`src/power_mode_scheduler_defines.svh`:
```
// ---------------------------------------------------------------------------
// Power mode scheduler assertion macros
// Shared property forms for the scheduler checks, clocked on i_clk and
// disabled while i_rst_n is low.
// ---------------------------------------------------------------------------
`ifndef POWER_MODE_SCHEDULER_DEFINES_SVH
`define POWER_MODE_SCHEDULER_DEFINES_SVH

// Same-cycle implication.
`define PMS_ASSERT_IMP(lbl, ante, cons, msg) \
    lbl: assert property (@(posedge i_clk) disable iff (!i_rst_n) (ante) |-> (cons)) \
        else $error(msg);

// Next-cycle implication.
`define PMS_ASSERT_NXT(lbl, ante, cons, msg) \
    lbl: assert property (@(posedge i_clk) disable iff (!i_rst_n) (ante) |=> (cons)) \
        else $error(msg);

`endif

```
`src/pms_pkg.sv`:
```
// ---------------------------------------------------------------------------
// Power mode scheduler package
// Codes, item types, configuration record and mode tables shared by the
// scheduler modules.
// ---------------------------------------------------------------------------
`timescale 1ns / 1ps
`default_nettype none

package pms_pkg;

    // Journal geometry
    localparam int JOURNAL_DEPTH = 16;
    localparam int JRN_IW = (JOURNAL_DEPTH > 1) ? $clog2(JOURNAL_DEPTH) : 1;
    localparam int JRN_FW = $clog2(JOURNAL_DEPTH + 1);
    localparam int JRN_SW = JRN_IW + 1;

    // Modes
    localparam logic [2:0] MODE_SLEEP    = 3'd0;
    localparam logic [2:0] MODE_LISTEN   = 3'd1;
    localparam logic [2:0] MODE_DSP      = 3'd2;
    localparam logic [2:0] MODE_COMMS    = 3'd3;
    localparam logic [2:0] MODE_SERVICE  = 3'd4;
    localparam logic [2:0] MODE_SHUTDOWN = 3'd5;

    // Actions
    localparam logic [1:0] ACT_EVENT   = 2'd0;
    localparam logic [1:0] ACT_TICK    = 2'd1;
    localparam logic [1:0] ACT_READ    = 2'd2;
    localparam logic [1:0] ACT_RESTART = 2'd3;

    // Events
    localparam logic [3:0] EV_NONE       = 4'd0;
    localparam logic [3:0] EV_BATT_CRIT  = 4'd1;
    localparam logic [3:0] EV_FAULT      = 4'd2;
    localparam logic [3:0] EV_SVC_BTN    = 4'd3;
    localparam logic [3:0] EV_OUTBOX     = 4'd4;
    localparam logic [3:0] EV_BOOT       = 4'd5;
    localparam logic [3:0] EV_MIC        = 4'd6;
    localparam logic [3:0] EV_GATE_POS   = 4'd7;
    localparam logic [3:0] EV_GATE_NEG   = 4'd8;
    localparam logic [3:0] EV_DSP_EVT    = 4'd9;
    localparam logic [3:0] EV_DSP_NONE   = 4'd10;
    localparam logic [3:0] EV_COMMS_DONE = 4'd11;
    localparam logic [3:0] EV_SVC_EXIT   = 4'd12;

    // Fault codes
    localparam logic [1:0] FAULT_NONE    = 2'd0;
    localparam logic [1:0] FAULT_EXT     = 2'd1;
    localparam logic [1:0] FAULT_OVERRUN = 2'd2;

    // Configuration register indexes
    localparam int CFG_IDX_W = 3;
    localparam logic [CFG_IDX_W-1:0] CFG_LISTEN_DWELL = 3'd0;
    localparam logic [CFG_IDX_W-1:0] CFG_DSP_LIMIT    = 3'd1;
    localparam logic [CFG_IDX_W-1:0] CFG_COMMS_LIMIT  = 3'd2;
    localparam logic [CFG_IDX_W-1:0] CFG_HEARTBEAT    = 3'd3;
    localparam logic [CFG_IDX_W-1:0] CFG_SVC_WINDOW   = 3'd4;
    localparam logic [CFG_IDX_W-1:0] CFG_MIN_SLEEP    = 3'd5;
    localparam logic [CFG_IDX_W-1:0] CFG_BOOT_COMMS   = 3'd6;

    // Configuration reset values
    localparam logic [31:0] RST_LISTEN_DWELL = 32'd3000;
    localparam logic [31:0] RST_DSP_LIMIT    = 32'd20000;
    localparam logic [31:0] RST_COMMS_LIMIT  = 32'd180000;
    localparam logic [31:0] RST_HEARTBEAT    = 32'd21600000;
    localparam logic [31:0] RST_SVC_WINDOW   = 32'd600000;
    localparam logic [31:0] RST_MIN_SLEEP    = 32'd2000;
    localparam logic        RST_BOOT_COMMS   = 1'b1;

    typedef struct packed {
        logic [1:0]  action;
        logic [3:0]  event_code;
        logic [31:0] now_time;
        logic [7:0]  read_keep;
        logic [7:0]  read_index;
    } t_in_item;

    typedef struct packed {
        logic        changed;
        logic [2:0]  mode_now;
        logic [5:0]  rails;
        logic [2:0]  clock_profile;
        logic [1:0]  fault_status;
        logic        read_valid;
        logic [31:0] entry_time;
        logic [2:0]  entry_from;
        logic [2:0]  entry_to;
        logic [3:0]  entry_event;
        logic [7:0]  entry_count;
    } t_out_item;

    typedef struct packed {
        logic [31:0] listen_dwell;
        logic [31:0] dsp_limit;
        logic [31:0] comms_limit;
        logic [31:0] heartbeat_period;
        logic [31:0] service_window;
        logic [31:0] min_sleep;
        logic        boot_comms;
    } t_cfg;

    typedef struct packed {
        logic [31:0] stamp;
        logic [2:0]  from_mode;
        logic [2:0]  to_mode;
        logic [3:0]  cause;
    } t_jrn_rec;

    typedef struct packed {
        logic     en;
        t_jrn_rec rec;
    } t_jrn_wr;

    typedef struct packed {
        logic       changed;
        logic [2:0] mode;
        logic [1:0] fault;
    } t_ctrl_status;

    // Rail enables per mode: mic, filter clock, gnss, modem, ble, deep-stop.
    function automatic logic [5:0] mode_rails(input logic [2:0] mode);
        logic [5:0] rails;
        case (mode)
            MODE_SLEEP:   rails = 6'd33;
            MODE_LISTEN:  rails = 6'd7;
            MODE_DSP:     rails = 6'd7;
            MODE_COMMS:   rails = 6'd13;
            MODE_SERVICE: rails = 6'd29;
            default:      rails = 6'd0;
        endcase
        return rails;
    endfunction

    function automatic logic [2:0] mode_clock(input logic [2:0] mode);
        logic [2:0] prof;
        case (mode)
            MODE_LISTEN:  prof = 3'd1;
            MODE_DSP:     prof = 3'd2;
            MODE_COMMS:   prof = 3'd3;
            MODE_SERVICE: prof = 3'd4;
            default:      prof = 3'd0;
        endcase
        return prof;
    endfunction

endpackage

`default_nettype wire

```
`src/power_mode_scheduler.sv`:
```
// ---------------------------------------------------------------------------
// Power mode scheduler
// Six-mode power scheduler with timeouts, global events and a ring journal.
// ---------------------------------------------------------------------------
// The scheduler takes one item per clock cycle, back to back, while o_stall
// is low, and returns exactly one result item for each: the mode after the
// item, its rail mask and clock profile, the fault code and, for journal
// reads, one journal entry. An accepted item is held in an input register;
// from there the mode logic, the timeout compares and the journal write or
// read all happen in one pass and land in the result register when it is
// free or drains, so a result is presented from the result register and is
// taken when the output is not stalled. The sustained rate of one item per
// cycle, while the output is not stalled, is set by the single pass through
// the mode logic and by the journal memory, which takes one write and one
// registered read each cycle. The result register and the input register
// keep both sides moving: a new item is taken while a finished result waits,
// and stall only reaches the input side once both registers are full.
// Configuration registers are written through i_cfg_we / i_cfg_idx /
// i_cfg_data and are only to be changed while the block holds no item.
// Journal entries are returned only after they were written, so the memory
// needs no clearing after reset.
// ---------------------------------------------------------------------------
`timescale 1ns / 1ps
`default_nettype none

`include "power_mode_scheduler_defines.svh"

module power_mode_scheduler
    import pms_pkg::*;
(
    input  wire logic                 i_clk,
    input  wire logic                 i_rst_n,
    // Input items
    input  wire logic                 i_valid,
    output logic                      o_stall,
    input  t_in_item                  i_data,
    // Result items
    output logic                      o_valid,
    input  wire logic                 i_stall,
    output t_out_item                 o_data,
    // Configuration writes
    input  wire logic                 i_cfg_we,
    input  wire logic [CFG_IDX_W-1:0] i_cfg_idx,
    input  wire logic [31:0]          i_cfg_data
);

    t_cfg         cfg;
    t_ctrl_status status;
    t_jrn_wr      jwr;
    logic         jrn_clear;
    t_jrn_rec     jrn_rd;
    logic         jrn_hit;
    logic [7:0]   jrn_count;

    logic         r_in_v;
    t_in_item     r_in;
    logic         r_out_v;
    t_out_item    r_out;
    t_out_item    n_out;
    logic         adv;
    logic         accept;
    logic         is_read;

    // Advance the held item whenever the result register is free or drains.
    assign adv     = r_in_v && (!r_out_v || !i_stall);
    assign o_stall = r_in_v && !adv;
    assign accept  = i_valid && !o_stall;
    assign is_read = (r_in.action == ACT_READ);

    pms_cfg u_cfg (
        .i_clk   (i_clk),
        .i_rst_n (i_rst_n),
        .i_we    (i_cfg_we),
        .i_idx   (i_cfg_idx),
        .i_data  (i_cfg_data),
        .o_cfg   (cfg)
    );

    pms_ctrl u_ctrl (
        .i_clk    (i_clk),
        .i_rst_n  (i_rst_n),
        .i_fire   (adv),
        .i_item   (r_in),
        .i_cfg    (cfg),
        .o_status (status),
        .o_jwr    (jwr),
        .o_clear  (jrn_clear)
    );

    pms_journal u_journal (
        .i_clk   (i_clk),
        .i_rst_n (i_rst_n),
        .i_jwr   (jwr),
        .i_clear (jrn_clear),
        .i_rd_en (adv && is_read),
        .i_keep  (r_in.read_keep),
        .i_idx   (r_in.read_index),
        .o_rd    (jrn_rd),
        .o_hit   (jrn_hit),
        .o_count (jrn_count)
    );

    // Build the result; journal entry fields come from the registered memory read
    // port, loaded together with the result register, and are merged at the output.
    always_comb begin
        n_out               = '0;
        n_out.changed       = status.changed;
        n_out.mode_now      = status.mode;
        n_out.rails         = mode_rails(status.mode);
        n_out.clock_profile = mode_clock(status.mode);
        n_out.fault_status  = status.fault;
        n_out.read_valid    = is_read && jrn_hit;
        n_out.entry_count   = is_read ? jrn_count : 8'd0;
    end

    always_ff @(posedge i_clk) begin
        if (!i_rst_n) begin
            r_in_v  <= 1'b0;
            r_out_v <= 1'b0;
        end else begin
            if (!o_stall) begin
                r_in_v <= i_valid;
            end
            if (adv) begin
                r_out_v <= 1'b1;
            end else if (!i_stall) begin
                r_out_v <= 1'b0;
            end
        end
    end

    // Hold payloads while stalled; load only on a transfer.
    always_ff @(posedge i_clk) begin
        if (accept) begin
            r_in <= i_data;
        end
        if (adv) begin
            r_out <= n_out;
        end
    end

    always_comb begin
        o_data = r_out;
        if (r_out.read_valid) begin
            o_data.entry_time  = jrn_rd.stamp;
            o_data.entry_from  = jrn_rd.from_mode;
            o_data.entry_to    = jrn_rd.to_mode;
            o_data.entry_event = jrn_rd.cause;
        end else begin
            o_data.entry_time  = 32'd0;
            o_data.entry_from  = 3'd0;
            o_data.entry_to    = 3'd0;
            o_data.entry_event = 4'd0;
        end
    end

    assign o_valid = r_out_v;

    // An accepted item always occupies the input register next cycle.
    `PMS_ASSERT_NXT(a_accept_loads, accept, r_in_v, "accepted item not held")
    // The journal never reports more entries than it can hold.
    `PMS_ASSERT_IMP(a_count_bound, o_valid, o_data.entry_count <= JOURNAL_DEPTH,
        "journal count beyond depth")
    // A mode transition and a journal hit never come from the same item.
    `PMS_ASSERT_IMP(a_change_no_read, o_valid && o_data.changed, !o_data.read_valid,
        "transition reported on a journal read")

endmodule

`default_nettype wire

```
`src/pms_cfg.sv`:
```
// ---------------------------------------------------------------------------
// Power mode scheduler configuration registers
// Timeout limits and boot session flag, written through a plain write port.
// ---------------------------------------------------------------------------
`timescale 1ns / 1ps
`default_nettype none

module pms_cfg
    import pms_pkg::*;
(
    input  wire logic                 i_clk,
    input  wire logic                 i_rst_n,
    input  wire logic                 i_we,
    input  wire logic [CFG_IDX_W-1:0] i_idx,
    input  wire logic [31:0]          i_data,
    output t_cfg                      o_cfg
);

    t_cfg r_cfg;

    always_ff @(posedge i_clk) begin
        if (!i_rst_n) begin
            r_cfg.listen_dwell     <= RST_LISTEN_DWELL;
            r_cfg.dsp_limit        <= RST_DSP_LIMIT;
            r_cfg.comms_limit      <= RST_COMMS_LIMIT;
            r_cfg.heartbeat_period <= RST_HEARTBEAT;
            r_cfg.service_window   <= RST_SVC_WINDOW;
            r_cfg.min_sleep        <= RST_MIN_SLEEP;
            r_cfg.boot_comms       <= RST_BOOT_COMMS;
        end else if (i_we) begin
            case (i_idx)
                CFG_LISTEN_DWELL: r_cfg.listen_dwell     <= i_data;
                CFG_DSP_LIMIT:    r_cfg.dsp_limit        <= i_data;
                CFG_COMMS_LIMIT:  r_cfg.comms_limit      <= i_data;
                CFG_HEARTBEAT:    r_cfg.heartbeat_period <= i_data;
                CFG_SVC_WINDOW:   r_cfg.service_window   <= i_data;
                CFG_MIN_SLEEP:    r_cfg.min_sleep        <= i_data;
                CFG_BOOT_COMMS:   r_cfg.boot_comms       <= i_data[0];
                default: ;
            endcase
        end
    end

    assign o_cfg = r_cfg;

endmodule

`default_nettype wire

```
`src/pms_ctrl.sv`:
```
// ---------------------------------------------------------------------------
// Power mode scheduler control
// Mode state, timers and flags; decides one transition per item.
// ---------------------------------------------------------------------------
`timescale 1ns / 1ps
`default_nettype none

module pms_ctrl
    import pms_pkg::*;
(
    input  wire logic i_clk,
    input  wire logic i_rst_n,
    input  wire logic i_fire,
    input  t_in_item  i_item,
    input  t_cfg      i_cfg,
    output t_ctrl_status o_status,
    output t_jrn_wr   o_jwr,
    output logic      o_clear
);

    logic [2:0]  r_mode,    n_mode;
    logic [31:0] r_entered, n_entered;
    logic [31:0] r_last,    n_last;
    logic        r_cw,      n_cw;
    logic        r_outbox,  n_outbox;
    logic [1:0]  r_fault,   n_fault;

    logic        go;
    logic [2:0]  to_mode;
    logic [3:0]  cause;
    logic [31:0] dt;
    logic [31:0] dtc;
    logic        tick_conv;
    logic        run_ev;
    logic [3:0]  ev_eff;
    logic        restart;

    assign dt  = i_item.now_time - r_entered;
    assign dtc = i_item.now_time - r_last;

    // Listen and service timeouts act as their exit events.
    assign tick_conv = ((r_mode == MODE_LISTEN)  && (dt >= i_cfg.listen_dwell)) ||
                       ((r_mode == MODE_SERVICE) && (dt >= i_cfg.service_window));
    assign run_ev  = (i_item.action == ACT_EVENT) ||
                     ((i_item.action == ACT_TICK) && tick_conv);
    assign ev_eff  = (i_item.action == ACT_EVENT) ? i_item.event_code :
                     ((r_mode == MODE_LISTEN) ? EV_GATE_NEG : EV_SVC_EXIT);
    assign restart = (i_item.action == ACT_RESTART);

    always_comb begin
        n_mode    = r_mode;
        n_entered = r_entered;
        n_last    = r_last;
        n_cw      = r_cw;
        n_outbox  = r_outbox;
        n_fault   = r_fault;
        go        = 1'b0;
        to_mode   = r_mode;
        cause     = ev_eff;

        if (restart) begin
            n_mode    = MODE_SLEEP;
            n_entered = i_item.now_time;
            n_last    = i_item.now_time;
            n_cw      = 1'b0;
            n_outbox  = 1'b0;
            n_fault   = FAULT_NONE;
        end else if ((i_item.action == ACT_TICK) && !tick_conv) begin
            cause = EV_NONE;
            case (r_mode)
                MODE_SLEEP: begin
                    if (dtc >= i_cfg.heartbeat_period) begin
                        go      = 1'b1;
                        to_mode = MODE_COMMS;
                    end
                end
                MODE_DSP: begin
                    if (dt >= i_cfg.dsp_limit) begin
                        n_fault = FAULT_OVERRUN;
                        go      = 1'b1;
                        to_mode = MODE_LISTEN;
                    end
                end
                MODE_COMMS: begin
                    if (dt >= i_cfg.comms_limit) begin
                        n_last  = i_item.now_time;
                        go      = 1'b1;
                        to_mode = MODE_LISTEN;
                    end
                end
                default: ;
            endcase
        end else if (run_ev && (r_mode != MODE_SHUTDOWN)) begin
            case (ev_eff)
                EV_BATT_CRIT, EV_FAULT: begin
                    if ((ev_eff == EV_FAULT) && (r_fault == FAULT_NONE)) begin
                        n_fault = FAULT_EXT;
                    end
                    go      = 1'b1;
                    to_mode = MODE_SHUTDOWN;
                end
                EV_SVC_BTN: begin
                    if (r_mode != MODE_SERVICE) begin
                        go      = 1'b1;
                        to_mode = MODE_SERVICE;
                    end
                end
                EV_OUTBOX: begin
                    n_outbox = 1'b1;
                    n_cw     = 1'b1;
                    if ((r_mode == MODE_SLEEP) || (r_mode == MODE_LISTEN)) begin
                        go      = 1'b1;
                        to_mode = MODE_COMMS;
                    end
                end
                default: begin
                    case (r_mode)
                        MODE_SLEEP: begin
                            if (ev_eff == EV_BOOT) begin
                                go      = 1'b1;
                                to_mode = MODE_LISTEN;
                                n_cw    = i_cfg.boot_comms;
                            end else if ((ev_eff == EV_MIC) && (dt >= i_cfg.min_sleep)) begin
                                go      = 1'b1;
                                to_mode = MODE_LISTEN;
                            end
                        end
                        MODE_LISTEN: begin
                            if (ev_eff == EV_GATE_POS) begin
                                go      = 1'b1;
                                to_mode = MODE_DSP;
                            end else if (ev_eff == EV_GATE_NEG) begin
                                go      = 1'b1;
                                to_mode = r_cw ? MODE_COMMS : MODE_SLEEP;
                            end
                        end
                        MODE_DSP: begin
                            if (ev_eff == EV_DSP_EVT) begin
                                n_outbox = 1'b1;
                                go       = 1'b1;
                                to_mode  = MODE_COMMS;
                            end else if (ev_eff == EV_DSP_NONE) begin
                                go      = 1'b1;
                                to_mode = r_cw ? MODE_COMMS : MODE_LISTEN;
                            end
                        end
                        MODE_COMMS: begin
                            if (ev_eff == EV_COMMS_DONE) begin
                                n_outbox = 1'b0;
                                n_last   = i_item.now_time;
                                go       = 1'b1;
                                to_mode  = MODE_LISTEN;
                            end
                        end
                        MODE_SERVICE: begin
                            if (ev_eff == EV_SVC_EXIT) begin
                                go      = 1'b1;
                                to_mode = r_outbox ? MODE_COMMS : MODE_LISTEN;
                            end
                        end
                        default: ;
                    endcase
                end
            endcase
        end

        // Entering comms always drops the pending request.
        if (go) begin
            n_mode    = to_mode;
            n_entered = i_item.now_time;
            if (to_mode == MODE_COMMS) begin
                n_cw = 1'b0;
            end
        end
    end

    always_ff @(posedge i_clk) begin
        if (!i_rst_n) begin
            r_mode    <= MODE_SLEEP;
            r_entered <= 32'd0;
            r_last    <= 32'd0;
            r_cw      <= 1'b0;
            r_outbox  <= 1'b0;
            r_fault   <= FAULT_NONE;
        end else if (i_fire) begin
            r_mode    <= n_mode;
            r_entered <= n_entered;
            r_last    <= n_last;
            r_cw      <= n_cw;
            r_outbox  <= n_outbox;
            r_fault   <= n_fault;
        end
    end

    assign o_status.changed    = go;
    assign o_status.mode       = n_mode;
    assign o_status.fault      = n_fault;
    assign o_jwr.en            = i_fire && go;
    assign o_jwr.rec.stamp     = i_item.now_time;
    assign o_jwr.rec.from_mode = r_mode;
    assign o_jwr.rec.to_mode   = to_mode;
    assign o_jwr.rec.cause     = cause;
    assign o_clear             = i_fire && restart;

endmodule

`default_nettype wire

```
`src/pms_journal.sv`:
```
// ---------------------------------------------------------------------------
// Power mode scheduler journal
// Ring memory of transitions with head pointer and fill count; one write
// and one registered read per cycle.
// ---------------------------------------------------------------------------
`timescale 1ns / 1ps
`default_nettype none

module pms_journal
    import pms_pkg::*;
(
    input  wire logic       i_clk,
    input  wire logic       i_rst_n,
    input  t_jrn_wr         i_jwr,
    input  wire logic       i_clear,
    input  wire logic       i_rd_en,
    input  wire logic [7:0] i_keep,
    input  wire logic [7:0] i_idx,
    output t_jrn_rec        o_rd,
    output logic            o_hit,
    output logic [7:0]      o_count
);

    t_jrn_rec              mem [JOURNAL_DEPTH];
    t_jrn_rec              r_rd;
    logic [JRN_IW-1:0]     r_head;
    logic [JRN_FW-1:0]     r_fill;
    logic [7:0]            fill8;
    logic [7:0]            cnt;
    logic [JRN_SW-1:0]     sum;
    logic [JRN_SW-1:0]     wrapped;
    logic [JRN_IW-1:0]     rd_addr;

    assign fill8   = 8'(r_fill);
    assign cnt     = (fill8 < i_keep) ? fill8 : i_keep;
    assign o_count = cnt;
    assign o_hit   = (i_idx < cnt);

    // Oldest considered entry sits cnt places behind head; for a hit sum stays below
    // twice the depth, so one conditional subtract wraps it.
    assign sum     = JRN_SW'(r_head) + JRN_SW'(JOURNAL_DEPTH) - JRN_SW'(cnt)
                     + JRN_SW'(i_idx);
    assign wrapped = (sum >= JRN_SW'(JOURNAL_DEPTH)) ? (sum - JRN_SW'(JOURNAL_DEPTH)) : sum;
    assign rd_addr = wrapped[JRN_IW-1:0];

    always_ff @(posedge i_clk) begin
        if (!i_rst_n) begin
            r_head <= '0;
            r_fill <= '0;
        end else if (i_clear) begin
            r_head <= '0;
            r_fill <= '0;
        end else if (i_jwr.en) begin
            r_head <= (r_head == JRN_IW'(JOURNAL_DEPTH - 1)) ? '0 : (r_head + 1'b1);
            if (r_fill != JRN_FW'(JOURNAL_DEPTH)) begin
                r_fill <= r_fill + 1'b1;
            end
        end
    end

    always_ff @(posedge i_clk) begin
        if (i_jwr.en) begin
            mem[r_head] <= i_jwr.rec;
        end
        if (i_rd_en) begin
            r_rd <= mem[rd_addr];
        end
    end

    assign o_rd = r_rd;

endmodule

`default_nettype wire
```
`config.mk`:
```
export PLATFORM = sky130hd
export DESIGN_NAME = power_mode_scheduler
export DESIGN_NICKNAME = d
export VERILOG_FILES = /design/src/pms_pkg.sv /design/src/power_mode_scheduler.sv /design/src/pms_cfg.sv /design/src/pms_ctrl.sv /design/src/pms_journal.sv
export VERILOG_INCLUDE_DIRS = /design/src /design/src/src
export SDC_FILE = /design/constraint.sdc
export NUM_CORES = 2
export LEC_CHECK = 0
export BUFFER_PORTS_ARGS = -buffer_cell sky130_fd_sc_hd__buf_2
export CAP_MARGIN = 20
export CORE_MARGIN = 2
export CORE_UTILIZATION = 50
export DETAILED_ROUTE_END_ITERATION = 12
export PLACE_DENSITY = 0.66
export SLEW_MARGIN = 20
export SYNTH_ARGS = -nofsm -noshare
export SYNTH_HDL_FRONTEND = slang
export SYNTH_SLANG_ARGS = --single-unit
```
`constraint.sdc`:
```
create_clock -name i_clk -period 14.25 [get_ports i_clk]
set_input_delay 1.425 -clock i_clk [delete_from_list [all_inputs] [get_ports i_clk]]
set_output_delay 1.425 -clock i_clk [all_outputs]
set_load 0.005 [all_outputs]
```
# --- After elaboration in Yosys (flattened, before gate mapping) ---
# Memories as Yosys holds them, arrays and structs flattened. A register that Yosys moved wholly into a read port is not among the register bits.
# Cells that the tools add are included.
totals:
  regBits: 353
  output_inout_bits: 68
  input_bits: 94
  word_cells: 229
  n_memories: 1
  mem_bits_rw: 672
memory_table:
  columns: ["name", "words", "word_bits", "rd", "rd_clocked_by_memory_dff", "wr", "line_no", "source"]
  rows:
  - ["u_journal.mem", 16, 42, 1, 1, 1, "pms_journal.sv:24", "t_jrn_rec mem [JOURNAL_DEPTH];"]
classes:
  addsub: 8
  eq_ne: 43
  order_cmp: 9
  bitwise: 1
  muxes: 89
  reduce_logical: 49
ops:
  columns: ["op", "n"]
  rows:
  - ["32-bit two-way mux", 10]
  - ["32-bit >= comparator", 6]
  - ["32-bit subtractor", 2]
  - ["3-bit two-way mux", 19]
  - ["42-bit two-way mux", 1]
  - ["1-bit two-way mux", 32]
  - ["4-bit == test (second input constant)", 6]
  - ["6-bit case mux with 4 select lines", 1]
  - ["3-bit by 2-bit == test with 1-bit output (second input constant)", 7]
  - ["2-bit two-way mux", 10]
  - ["4-bit two-way mux", 5]
  - ["3-bit case mux with 3 select lines", 2]
  - ["2-bit AND reduction", 9]
  - ["4-bit by 3-bit == test with 1-bit output (second input constant)", 4]
  - ["3-bit == test (second input constant)", 5]
  - ["3-bit case mux with 5 select lines", 1]
  - ["1-bit logical AND", 14]
  - ["7-bit AND reduction", 2]
  - ["3-bit case mux with 4 select lines", 1]
  - ["3-bit by 1-bit == test with 1-bit output (second input constant)", 3]
  - ["3-bit zero test", 3]
  - ["3-bit by 2-bit != test with 1-bit output (second input constant)", 3]
  - ["4-bit by 2-bit == test with 1-bit output (second input constant)", 2]
  - ["5-bit by 8-bit less-than comparator with 1-bit output", 1]
  - ["30 further kinds", 50]

# --- Logic depth before layout (Yosys ltp) ---
depth:
  ltp_word: 16
  mapped_depth: 27
  ltp_nobuf: 26

# --- Hierarchy ---
# A second synthesis with hierarchy kept.
hier_totals:
  hier_cells: 3534
  area_unflattened_um2: 49970.4
modules_own_cells:
  columns: ["module", "seq_area_each_um2", "area_per_inst_um2", "instances", "cells_per_inst"]
  rows:
  - ["pms_journal", 21620.7, 28290.9, 1, 1110]
  - ["pms_ctrl", 1421.4, 11547.3, 1, 1578]
  - ["pms_cfg", 3863.7, 7274.5, 1, 691]
  - ["power_mode_scheduler", 2382.3, 2857.7, 1, 155]

# --- Least setup slack after synthesis ---
# Ideal clock, no wire load.
synth_path:
  path_kind: "reg-to-reg"
  from: "register r_in[27] (netlist bit)"
  to: "memory u_journal.mem[10][0] (netlist bit), enable pin"
  arrival_ps: 6112
  n_path_buf: 1
  period_less_slack_ps: 6516
  setup_ps: 404
  setup_slack_ps: 7734
  stages_incl_launch_ff: 22
  required_time_ps: 13846
  path_cell_list: "edfxtp_1 ha_1 a21o_1 a2111oi_0 a22oi_1 o21a_1 a211oi_1 o21ai_0 a21o_1 or3_1 o211a_1 ha_1 nand4_1 nor4_1 o311ai_0 o21ai_0 nor2_1 nor3_1 o311ai_1 a21oi_1 clkbuf_1 and3_1"
synth_via:
  elab_chain_cells: 13
  elab_cells_between_ends: 31
  cone_classes: "add/sub (2); order compare (6); mux (13); reduce/logical (10)"
synth_rtl:
  columns: ["item", "line_no", "source"]
  rows:
  - ["start: declaration", "power_mode_scheduler.sv:56", "t_in_item r_in;"]
  - ["start signal: assignment", "power_mode_scheduler.sv:135", "r_in <= i_data;"]
  - ["32-bit subtractor", "pms_ctrl.sv:38", "assign dt = i_item.now_time - r_entered;"]
  - ["32-bit >= comparator, on equally long branches", "pms_ctrl.sv:123, pms_ctrl.sv:42, pms_ctrl.sv:43", null]
  - ["1-bit logical AND, on equally long branches", "pms_ctrl.sv:123, pms_ctrl.sv:42, pms_ctrl.sv:43", null]
  - ["1-bit two-way mux or 1-bit logical OR (tied branches)", "pms_ctrl.sv:123, pms_ctrl.sv:42", null]
  - ["1-bit two-way mux or 1-bit logical AND (tied branches)", "pms_ctrl.sv:119, pms_ctrl.sv:45", null]
  - ["1-bit case mux with 5 select lines or 1-bit logical OR (tied branches)", "pms_ctrl.sv:117, pms_ctrl.sv:44", null]
  - ["1-bit case mux with 3 select lines or 1-bit logical AND (tied branches)", "pms_ctrl.sv:94, pms_ctrl.sv:93", null]
  - ["1-bit two-way mux", "pms_ctrl.sv:93", "end else if (run_ev && (r_mode != MODE_SHUTDOWN)) begin"]
  - ["1-bit two-way mux (*)", "pms_ctrl.sv:68", "end else if ((i_item.action == ACT_TICK) && !tick_conv) begin"]
  - ["1-bit two-way mux (*)", "pms_ctrl.sv:61", "if (restart) begin"]
  - ["1-bit logical AND (*)", "pms_ctrl.sv:198", "assign o_jwr.en = i_fire && go;"]
  - ["1-bit two-way mux (*)", "pms_journal.sv:62", "if (i_jwr.en) begin"]
  - ["1-bit two-way mux (not written as such) (*)", "pms_journal.sv:63", "mem[r_head] <= i_jwr.rec;"]
  - ["end: declaration", "pms_journal.sv:24", null]
# Mark *: on every way between the ends. The rest lies on a longest branch, timed or not.

# --- Final worst setup path ---
layout_path:
  from: "register r_in[27] (netlist bit)"
  to: "memory u_journal.mem[4][5] (netlist bit), enable pin"
# The elaborated chain is that of the path after synthesis.

==> impl_metrics.json <==
{
  "status": "completed",
  "clockBufferDepth": 3,
  "drt_iter0_markers": 2483,
  "yosysUniqueCellTypes": 83,
  "critical_path.max_stage_delay_ps": 860,
  "postSynthCellCount": 3630,
  "setup_violations": 0,
  "clk_pin_slew_ps": 60,
  "netlist_area_um2": 48600,
  "synth_edf_count": 792,
  "synth_area_per_cell_um2": 13.4,
  "reg2reg_from": "r_in[27]",
  "drc": 0,
  "critPathTopFamily": "compound AO/OA/AOI/OAI gates",
  "slew_headroom_pct": 29.1,
  "hold-path-cell-count": 2,
  "die_h_um": 316,
  "finClkSkew_ps": 47.9,
  "worstHoldPathType": "flop to flop",
  "async_flop_share_pct": 0,
  "cts_made_buffers": 110,
  "ctsHtreeMaxLevel": 3,
  "antenna_left": 0,
  "yosys-top-cells-area": "edfxtp_1 49%, dfxtp_1 11%, mux4_2 9.7%",
  "r2r_setup_slack_ps": 6190,
  "grt_pass1_wl_um": 173000,
  "max_freq_mhz": 124,
  "num_rows": 114,
  "synth.most_common_cell": "edfxtp_1",
  "wl_per_cell_um": 21.9,
  "slowest_stage": "edfxtp_1",
  "worstHoldStart": "u_cfg.o_cfg[159]",
  "final_core_util_pct": 56.5,
  "path_max_fanout": 24,
  "worstSetupPathType": "flop to flop",
  "cap_violations": 0,
  "worst_ep_arrival_time_ps": 8410,
  "grt_max_degree": 118,
  "ios": 162,
  "reg2reg_depth": 22,
  "fin_crit_sh_pct": 56.6,
  "slew_viol_final": 0,
  "via_per_inst": 5.66,
  "cp_data_required_time_ps": 14600,
  "clk_latency_ps": 710,
  "hold_violations": 0,
  "routed-via-count": 29400,
  "worst_setup_path_start_kind": "flop",
  "tightest_slew_ps": 1060,
  "synth_common_cells": "792 x edfxtp_1, 462 x nand2_1, 301 x inv_1",
  "synth.top_cell.area_share_pct": 48.9,
  "place_hpwl_um": 72400,
  "finalSetupTns_ps": 0,
  "cp_num_buf_inv": 2,
  "yosysTopAreaCell": "edfxtp_1",
  "p_per_area_nw_per_um2": 132,
  "synthToLayoutAreaGrowth_pct": 12.3,
  "cts_tree": "yes",
  "dieWidth_um": 316,
  "core_um2": 96600,
  "start_util_pct": 50.3,
  "routed_wl_um": 113000,
  "r2r-end": "u_journal.mem[4][5]",
  "worstPathCellList": "ha_1 > a21o_1 > a2111oi_0 > a22oi_1 > o21a_1 > a211oi_1 > nor2_1 > a221o_1 > a21oi_1 > xnor2_1 > ha_1 > nand4_1 > nor4_1 > nand3_1 > o21ai_0 > nor2_1 > nor3_1 > o311ai_1 > a21oi_1 > buf_4 > and3_2 > buf_4",
  "leakage_nw": 19.3,
  "gp_congestion": 0.867,
  "numPortBuffers": 161,
  "ir_drop_mv": 0.110,
  "grt_usage_pct": 23.1,
  "cp-end-kind": "flop",
  "cts.sinks": 1067,
  "ys.flop_type": "edfxtp_1",
  "synth_seq_cells": 1067,
  "firstDrtPassIters": 7,
  "root_buffer": "clkbuf_16",
  "gr-total-overflow": 0,
  "cts_hold_buf": 0,
  "post-cts-setup-buffer-count": 0,
  "antenna_found_initial": 4,
  "hold_end": "u_cfg.o_cfg[159]",
  "grt_setup_unrepaired": "false",
  "post_cts_resized": 0,
  "yosys_warnings": 0,
  "grt_pass1_vias": 29200,
  "die_area_um2": 99700,
  "ys_seq_area_share_pct": 60.3,
  "finalCriticalPeriod_ps": 8060,
  "drive_above_1_share_pct": 16.3,
  "final_nets": 4195
}
[per-layer routing]
metal / up-vias / global-route usage, % / share of wire [%]
met4: 0 / 6.98 / 2.8
met3: 179 / 3.08 / 5.5
met1: 14500 / 32.4 / 44
met5: - / 0 / 0
li1: 13800 / - / -
met2: 827 / 37.7 / 48
[registers in the layout, summed over array words and instances (netlist names), 5 cells and up]
name              flops
u_ctrl.r_entered     32
r_in                 54
u_cfg.o_cfg         193
o_data               24
u_journal.r_fill      5
u_journal.mem       672
u_journal.o_rd       42
u_ctrl.r_last        32
[tightest hold or removal path, stage by stage (launching register included)]
cell and delay, ps:
dfxtp_1 300, nand2_1 50, a21boi_0 60
[logic make-up after synthesis]
logic type	Yosys count	share of synthesized area (%)
flops	1067	60.3
simple gates	881	8.30
compound gates	631	8.77
buf+inv	450	3.54
fa+ha+maj	280	7.29
mux	249	10.6
xor+xnor	70	1.26
other cells	2	0.0155
[through the flow]
step	hold slack, ps	setup WS (ps)	std cells	instance area [um2]	power [mW]
detailed placement	458	6330	4985	51000	4.49
global placement	452	6520	4985	51000	4.47
finish	462	6190	5187	54600	7.22
CTS	466	6270	5186	54600	7.28
floorplan	443	7730	3634	48600	4.17
global route	483	5560	5186	54600	7.51
[cells in the final DEF (no fill, tap or decap), drive strengths merged, types with 46 or more instances in the layout]
master and count:
inv 304, nand3 74, nor2 96, edfxtp 792, a21oi 136, xnor2 55
dfxtp 275, buf 222, o211ai 57, nor2b 51, nand2 462, a21boi 151
clkbuf 146, mux4 210, and2 57, o21ai 99, a21o 46, ha 275
[how the worst max path moves through the flow]
stage | slack [ps] | end | depth (start not counted) | start
3_3_place_gp | 6520 | u_journal.mem[4][0] | 22 | r_in[27]
6_report | 6190 | u_journal.mem[4][5] | 22 | r_in[27]
3_5_place_dp | 6330 | u_journal.mem[4][40] | 22 | r_in[27]
5_1_grt | 5560 | u_journal.mem[4][3] | 22 | r_in[27]
4_1_cts | 6270 | u_journal.mem[4][3] | 22 | r_in[27]
2_1_floorplan | 7730 | u_journal.mem[10][0] | 21 | r_in[27]
[power breakdown]
part           total [mW]  switching (mW)  leakage (nW)  internal (mW)
registers            3.44          0.0428          9.41           3.39
logic               0.982           0.556          8.17          0.425
clock network        2.80            1.20          1.73           1.59
total                7.22            1.80          19.3           5.41
[final cells by class]
type                    count  area, um2
clock inverters            56        558
flip-flops and latches   1067      29300
diodes                      1       2.50
multi-input cells        2117      17700
clock buffers             145       3000
inverters                 302       1130
repair buffers            223       1290
well taps                1276       1600
fillers                  7786      42000
Power figures use the tool's default switching activity.
